`config.mk`:
```
export PLATFORM = sky130hd
export DESIGN_NAME = amr_frame_deframer_core
export DESIGN_NICKNAME = d
export VERILOG_FILES = /design/src/rtl/amrdf_pkg.sv /design/src/rtl/amr_frame_deframer_core.sv /design/src/rtl/amrdf_step.sv
export SDC_FILE = /design/constraint.sdc
export NUM_CORES = 1
export LEC_CHECK = 0
export BUFFER_PORTS_ARGS = -buffer_cell sky130_fd_sc_hd__buf_4
export CELL_PAD_IN_SITES_DETAIL_PLACEMENT = 0
export CELL_PAD_IN_SITES_GLOBAL_PLACEMENT = 2
export CORE_ASPECT_RATIO = 1.2
export CORE_MARGIN = 2
export CORE_UTILIZATION = 34
export CTS_CLUSTER_SIZE = 30
export DETAILED_ROUTE_END_ITERATION = 6
export PLACE_DENSITY = 0.89
export SLEW_MARGIN = 20
export SYNTH_ARGS = -nofsm -noshare
export SYNTH_HDL_FRONTEND = slang
export SYNTH_HIERARCHICAL = 1
export SYNTH_SLANG_ARGS = --single-unit
export TNS_END_PERCENT = 10
```
`constraint.sdc`:
```
create_clock -name clk -period 4.4 [get_ports clk]
set_input_delay 0.44 -clock clk [delete_from_list [all_inputs] [get_ports clk]]
set_output_delay 0.44 -clock clk [all_outputs]
set_load 0.005 [all_outputs]
```
`src/rtl/amrdf_pkg.sv`:
```
`default_nettype none

package amrdf_pkg;

  localparam int COUNT_BITS = 24;
  localparam int LEFT_BITS  = 5;

  localparam logic [7:0] FILL_BYTE = 8'hFF;
  localparam logic [COUNT_BITS-1:0] COUNT_MAX = {COUNT_BITS{1'b1}};

  typedef enum logic [1:0] {
    ST_FRAME   = 2'd0,
    ST_END     = 2'd1,
    ST_TRUNC   = 2'd2,
    ST_ABANDON = 2'd3
  } status_t;

  typedef enum logic {
    REG_BAD_HEADER_LIMIT = 1'b0
  } reg_idx_t;

  typedef struct packed {
    logic [7:0] data_byte;
    logic       end_of_data;
  } in_beat_t;

  typedef struct packed {
    logic [7:0] frame_byte;
    logic       frame_start;
    logic       frame_last;
    status_t    status;
  } out_beat_t;

  typedef struct packed {
    logic                  in_payload;
    logic [LEFT_BITS-1:0]  payload_left;
    logic [COUNT_BITS-1:0] bad_header_count;
  } parse_state_t;

  // Payload length in bytes after the header, by frame type
  function automatic logic [LEFT_BITS-1:0] frame_len(input logic [3:0] ft);
    logic [LEFT_BITS-1:0] len;
    case (ft)
      4'd0:    len = LEFT_BITS'(12);
      4'd1:    len = LEFT_BITS'(13);
      4'd2:    len = LEFT_BITS'(15);
      4'd3:    len = LEFT_BITS'(17);
      4'd4:    len = LEFT_BITS'(19);
      4'd5:    len = LEFT_BITS'(20);
      4'd6:    len = LEFT_BITS'(26);
      4'd7:    len = LEFT_BITS'(31);
      4'd8:    len = LEFT_BITS'(5);
      default: len = '0;
    endcase
    return len;
  endfunction

endpackage

`default_nettype wire

```
`src/rtl/amr_frame_deframer_core.sv`:
```
`default_nettype none

// AMR-NB storage-format deframer.
// Input channel (in_valid / in_stall / in_data): one stream byte per beat, or
// an end-of-data beat. Output channel (out_valid / out_stall / out_data): one
// header or payload byte per beat with start and last marks, or a status beat
// (end of stream, truncated frame, search abandoned). Fill bytes give no output
// beat; corrupt header bytes give none until their count reaches the limit.
// An accepted beat is held in the input register, parsed, and registered in
// the output register, from which the receiver takes it. Throughput: one beat
// per cycle; the input register, the parse logic and the output register form
// a two-stage pipeline that moves on every cycle the output register is free.
// When the receiver stalls, the output beat holds, the parse stage holds its
// beat and in_stall rises in the same cycle once the parse stage holds one.
// Reset (rst, synchronous): pipeline empty, header search, bad-header count
// zero, bad_header_limit all ones. The limit register sits at APB address 0;
// write it only while the block is idle.
module amr_frame_deframer_core
  import amrdf_pkg::*;
(
  input  wire logic        clk,
  input  wire logic        rst,
  input  wire logic        psel,
  input  wire logic        penable,
  input  wire logic        pwrite,
  input  wire logic [2:0]  paddr,
  input  wire logic [31:0] pwdata,
  output logic [31:0]      prdata,
  output logic             pready,
  input  wire logic        in_valid,
  output logic             in_stall,
  input  wire in_beat_t    in_data,
  output logic             out_valid,
  input  wire logic        out_stall,
  output out_beat_t        out_data
);

  logic [COUNT_BITS-1:0] limit;
  logic                  cfg_wr;
  reg_idx_t              cfg_idx;

  logic         stage_valid;
  in_beat_t     stage_beat;
  logic         advance;
  parse_state_t state;
  parse_state_t state_next;
  logic         res_valid;
  out_beat_t    res;

  assign pready  = 1'b1;
  assign cfg_idx = reg_idx_t'(paddr[2]);
  assign cfg_wr  = psel && penable && pwrite;

  always_comb begin
    prdata = '0;
    unique case (cfg_idx)
      REG_BAD_HEADER_LIMIT: prdata = 32'(limit);
      default:              prdata = '0;
    endcase
  end

  always_ff @(posedge clk) begin
    if (rst) begin
      limit <= COUNT_MAX;
    end else if (cfg_wr && cfg_idx == REG_BAD_HEADER_LIMIT) begin
      limit <= pwdata[COUNT_BITS-1:0];
    end
  end

  // parse stage moves when the output register is empty or being drained
  assign advance  = stage_valid && (!out_valid || !out_stall);
  assign in_stall = stage_valid && !advance;

  always_ff @(posedge clk) begin
    if (rst) begin
      stage_valid <= 1'b0;
    end else if (!in_stall) begin
      stage_valid <= in_valid;
    end
  end

  always_ff @(posedge clk) begin
    if (in_valid && !in_stall) begin
      stage_beat <= in_data;
    end
  end

  amrdf_step u_step (
    .limit     (limit),
    .cur       (state),
    .beat      (stage_beat),
    .nxt       (state_next),
    .res_valid (res_valid),
    .res       (res)
  );

  always_ff @(posedge clk) begin
    if (rst) begin
      state <= '0;
    end else if (advance) begin
      state <= state_next;
    end
  end

  always_ff @(posedge clk) begin
    if (rst) begin
      out_valid <= 1'b0;
    end else if (advance && res_valid) begin
      out_valid <= 1'b1;
    end else if (!out_stall) begin
      out_valid <= 1'b0;
    end
  end

  always_ff @(posedge clk) begin
    if (advance && res_valid) begin
      out_data <= res;
    end
  end

`ifndef SYNTH
  a_payload_count: assert property (@(posedge clk) disable iff (rst)
    state.in_payload == (state.payload_left != '0))
    else $error("payload flag and remaining count disagree");

  a_status_clean: assert property (@(posedge clk) disable iff (rst)
    out_valid && out_data.status != ST_FRAME |->
      out_data.frame_byte == '0 && !out_data.frame_start && !out_data.frame_last)
    else $error("status beat carries frame bits");

  a_stall_needs_stage: assert property (@(posedge clk) disable iff (rst)
    in_stall |-> stage_valid && out_valid && out_stall)
    else $error("input stalled with free pipeline");

  a_start_leaves_search: assert property (@(posedge clk) disable iff (rst)
    advance && res_valid && res.frame_start |=>
      state.bad_header_count == '0)
    else $error("bad-header count not cleared on header");

  a_state_holds: assert property (@(posedge clk) disable iff (rst)
    !advance |=> $stable(state))
    else $error("parse state moved without a beat");
`endif

endmodule

`default_nettype wire

```
`src/rtl/amrdf_step.sv`:
```
`default_nettype none

module amrdf_step
  import amrdf_pkg::*;
(
  input  wire logic [COUNT_BITS-1:0] limit,
  input  wire parse_state_t          cur,
  input  wire in_beat_t              beat,
  output parse_state_t               nxt,
  output logic                       res_valid,
  output out_beat_t                  res
);

  logic [COUNT_BITS-1:0] limit_eff;
  logic [COUNT_BITS-1:0] count_inc;
  logic [LEFT_BITS-1:0]  left_dec;
  logic [LEFT_BITS-1:0]  len;

  assign limit_eff = (limit == '0) ? COUNT_BITS'(1) : limit;
  assign count_inc = (cur.bad_header_count == COUNT_MAX) ? COUNT_MAX
                                                         : cur.bad_header_count + 1'b1;
  assign left_dec  = (cur.payload_left != '0) ? cur.payload_left - 1'b1 : '0;
  assign len       = frame_len(beat.data_byte[6:3]);

  always_comb begin
    nxt       = cur;
    res_valid = 1'b0;
    res       = '{frame_byte: '0, frame_start: 1'b0, frame_last: 1'b0, status: ST_FRAME};

    if (cur.in_payload) begin
      res_valid = 1'b1;
      if (beat.end_of_data) begin
        nxt.in_payload       = 1'b0;
        nxt.payload_left     = '0;
        nxt.bad_header_count = '0;
        res.status           = ST_TRUNC;
      end else begin
        nxt.payload_left = left_dec;
        nxt.in_payload   = (left_dec != '0);
        res.frame_byte   = beat.data_byte;
        res.frame_last   = (cur.payload_left <= LEFT_BITS'(1));
      end
    end else if (beat.end_of_data) begin
      nxt.bad_header_count = '0;
      res_valid            = 1'b1;
      res.status           = ST_END;
    end else if (beat.data_byte == FILL_BYTE) begin
      // drop fill
    end else if (!beat.data_byte[2]) begin
      // bad quality bit: count, abandon at the limit
      if (count_inc >= limit_eff) begin
        nxt.bad_header_count = '0;
        res_valid            = 1'b1;
        res.status           = ST_ABANDON;
      end else begin
        nxt.bad_header_count = count_inc;
      end
    end else begin
      nxt.bad_header_count = '0;
      nxt.in_payload       = (len != '0);
      nxt.payload_left     = len;
      res_valid            = 1'b1;
      res.frame_byte       = beat.data_byte;
      res.frame_start      = 1'b1;
      res.frame_last       = (len == '0);
    end
  end

endmodule

`default_nettype wire
```
==> results.py <==
metrics = {
    "synthesis": {
        "yosys.area_share.simple_pct": 27.5,
        "synth_compound_area_share_pct": 11.4,
        "synth_top_family_by_area": "simple AND/OR/NAND/NOR gates",
        "avgSynthCellArea_um2": 8.66,
        "synth.cell_area_um2": 5300,
        "ys_async_sr_fraction_pct": 0,
        "synth-adder-area-share_pct": 7.31,
        "ys_seq_area_share_pct": 33.0,
        "synth_warnings": 6,
        "synth-xor-area-share_pct": 2.81,
        "synthMuxAreaShare_pct": 10.4,
        "synth-edff-count": 21,
        "synth.distinct_cells": 58,
        "synth_seq_cells": 77,
        "synth_flop_cell": "dfxtp_1",
        "synthCells": 612,
    },
    "global_route": {
        "grt_max_degree": 111,
        "overflow": 0,
        "grt_pass1_vias": 4267,
        "grt_usage_pct": 15.0,
        "grt_pass1_wl_um": 20700,
        "antenna_found_initial": 0,
    },
    "power_and_ir_drop": {
        "seq_power_share_pct": 44.2,
        "swShare_pct": 25.1,
        "p_total_mw": 1.72,
        "power_frac_clock_pct": 45.6,
        "p_sw_mw": 0.433,
        "p_int_mw": 1.29,
        "peakVddDrop_uv": 197,
        "power_density_nw_per_um2": 273,
        "power_leakage_nw": 2.86,
        "combPwrFrac_pct": 10.2,
    },
    "setup_path": {
        "path_buf_inv": 0,
        "endpoint_kind": "register",
        "crit_start": "state[0]$_SDFFE_PP0P_",
        "start_kind": "register",
        "timing.rr.start": "state[0]$_SDFFE_PP0P_",
        "cpLargestDelayFamily": "simple AND/OR/NAND/NOR gates",
        "cp.required_ns": 4.67,
        "path_cells": "ha_1 > and4_1 > and3_2 > nand3_1 > or3_1 > nand3_1 > ha_1 > nand4_4 > nor2_1 > nor4_1 > o311ai_4 > nor2_2 > a22o_1 > nand2b_1 > mux2i_1",
        "critPathKind": "reg -> reg",
        "crit_path_max_incr_delay_ns": 0.51,
        "path_max_fanout": 10,
        "crit_path_top_delay_cell": "nor2_2",
        "arrival_ns": 4.43,
    },
    "floorplanning": {
        "start_util_pct": 34.3,
        "floorplan.die_area_um2": 16600,
        "rows": 50,
        "fp.dieW_um": 118,
        "die_h_um": 141,
        "ios": 98,
        "core_area_um2": 15500,
    },
    "cts": {
        "htreeDepth": 3,
        "clock-sinks": 77,
        "ctsResizeCount": 0,
        "cts_buffers": 9,
        "clk_pin_slew_ns": 0.07,
        "clock_latency_ns": 0.34,
        "hold_buffers": 0,
        "cts_tree": "done",
        "cts_root_buf": "clkbuf_16",
        "clockBufferDepth": 2,
        "cts_setup_buffers": 0,
    },
    "run_status": {
        "status": "finished, final reports clean",
    },
    "worst_hold_path": {
        "hold_start": "in_data[7]",
        "hold_class": "in -> reg",
    },
    "routing": {
        "maxUsedRoutingLayer": "met4",
        "wl_per_cell_um": 13.8,
        "via_count": 4404,
        "ant_nets": 0,
        "wl_met1_um": 5630,
        "met3_length_um": 469,
        "wl_met2_um": 6050,
        "route.detailed.drc": 0,
        "routed_via_density": 4.96,
        "firstDrtPassIters": 5,
        "wirelength_um": 12300,
        "drt_iter0_drc": 192,
    },
    "cells_and_area": {
        "drive_above_1_share_pct": 17.1,
        "n_antenna_cell": 0,
        "area_growth_pct": 19.0,
        "layout.nets": 757,
        "nFillCells": 1622,
    },
    "timing": {
        "rsz0062_at_grt": "false",
        "finalSetupViolCount": 0,
        "worstMarginPinSlew_ns": 0.900,
        "slew_headroom_pct": 40.0,
        "fin_tns_setup_ns": 0,
        "period_minus_slack_ns": 4.16,
        "hold_viol_final": 0,
        "period_share_pct": 94.5,
        "max_freq_mhz": 240,
        "maxSlewViolCount": 0,
        "timing.clock.skew_ns": 0.00659,
    },
    "place": {
        "place_hpwl_um": 8760,
        "io_buffer_count": 78,
        "gp_congestion": 0.833,
    },
    "job": {
        "drv_cap": 0,
    },
}
## flip-flops by register name (all words and copies together) (netlist names)
| signal | flops |
|---|---|
| state | 30 |
| limit | 24 |
| out_data | 12 |
| stage_beat | 9 |
| out_valid | 1 |
| stage_valid | 1 |
## through the flow
step	hold slack, ns	std cells	util (%)	area, µm²	worst slack, ns
3_3_place_gp	0.487	871	38.7	5980	0.0947
5_1_grt	0.258	888	40.8	6310	0.0151
6_report	0.271	888	40.8	6310	0.241
3_5_place_dp	0.504	871	38.7	5990	0.141
4_1_cts	0.258	887	40.8	6300	0.0666
2_1_floorplan	0.447	619	-	5330	0.637
## routing by layer
layer	track usage, %	vias to the layer above
li1	-	2234
met1	18.4	2032
met2	27.1	127
met3	2.59	11
met4	4.19	0
met5	0	-
## layout make-up
cell class                      instances  area [µm²]  share of cell area (%)
Clock buffer                            9         225                    3.57
Clock inverter                          7        91.3                    1.45
Inverter                               36         135                    2.14
Multi-Input combinational cell        466        3210                    50.8
Sequential cell                        77        1750                    27.8
Tap cell                              208         260                    4.12
Timing Repair Buffer                   85         638                    10.1
## worst register-to-register path, delay by kind of cell, from the launching register on
family,cells,cell delay (ns)
flip-flops,1,0.39
AND/OR/NAND/NOR,10,2.57
multiplexers,1,0.13
AO/OA/AOI/OAI,2,0.50
adder cells (fa/ha/maj),2,0.51
## layout by cell type (no fill, tap or decap), types with 6 or more instances in the layout
cell type	count
nand4_1	10
o21ai_0	15
xor2_1	11
and4_1	6
dfxtp_1	56
a22o_1	19
nor4_1	8
nand2b_1	66
buf_4	85
mux2i_1	55
edfxtp_1	21
conb_1	9
nand3_1	14
a21oi_1	21
clkbuf_16	9
nor3_1	9
and2_1	13
nor2b_1	20
xnor2_1	6
ha_1	31
nand2_1	43
nor2_1	59
inv_1	35
## path summary, 6_finish.rpt
path | slack, ns | depth (start not counted) | end
max | 0.24 | 15 | state[15]$_SDFFE_PP0P_
min | 0.27 | 1 | stage_beat[7]$_DFFE_PP_
min reg2reg | 0.52 | 2 | state[18]$_SDFFE_PP0P_
max reg2reg | 0.24 | 15 | state[15]$_SDFFE_PP0P_
## cells in the mapped netlist, types with 10 or more instances
master	count	share of area (%)
nand2_1	43	3.0
o21ai_0	16	1.5
xor2_1	11	1.8
ha_1	31	7.3
mux2i_1	55	10
a22o_1	19	3.1
clkbuf_1	18	1.3
nor2_1	59	4.2
nand3_1	14	1.3
nand2b_1	66	7.8
nand4_1	10	1.2
a21oi_1	22	2.1
and2_1	13	1.5
buf_4	12	1.7
dfxtp_1	56	21
nor2b_1	20	2.4
inv_1	35	2.5
edfxtp_1	21	12
## kinds of logic after synthesis
family,after synthesis
adders and majority gates,31
muxes,55
other,2
xor gates and xnor gates,17
DFF,77
and+or+nand+nor,267
AOI/OAI and AO/OA,86
buffers and inverters,77
## power groups by stage
stage          clock, mW  combinational [mW]  sequential [mW]
6_report           0.784               0.175            0.761
5_1_grt            0.841               0.194            0.764
4_1_cts            0.806               0.176            0.761
3_5_place_dp           0               0.175            0.777
3_3_place_gp           0               0.173            0.777
2_1_floorplan          0               0.115            0.770
(Power assumes the default switching activity.)
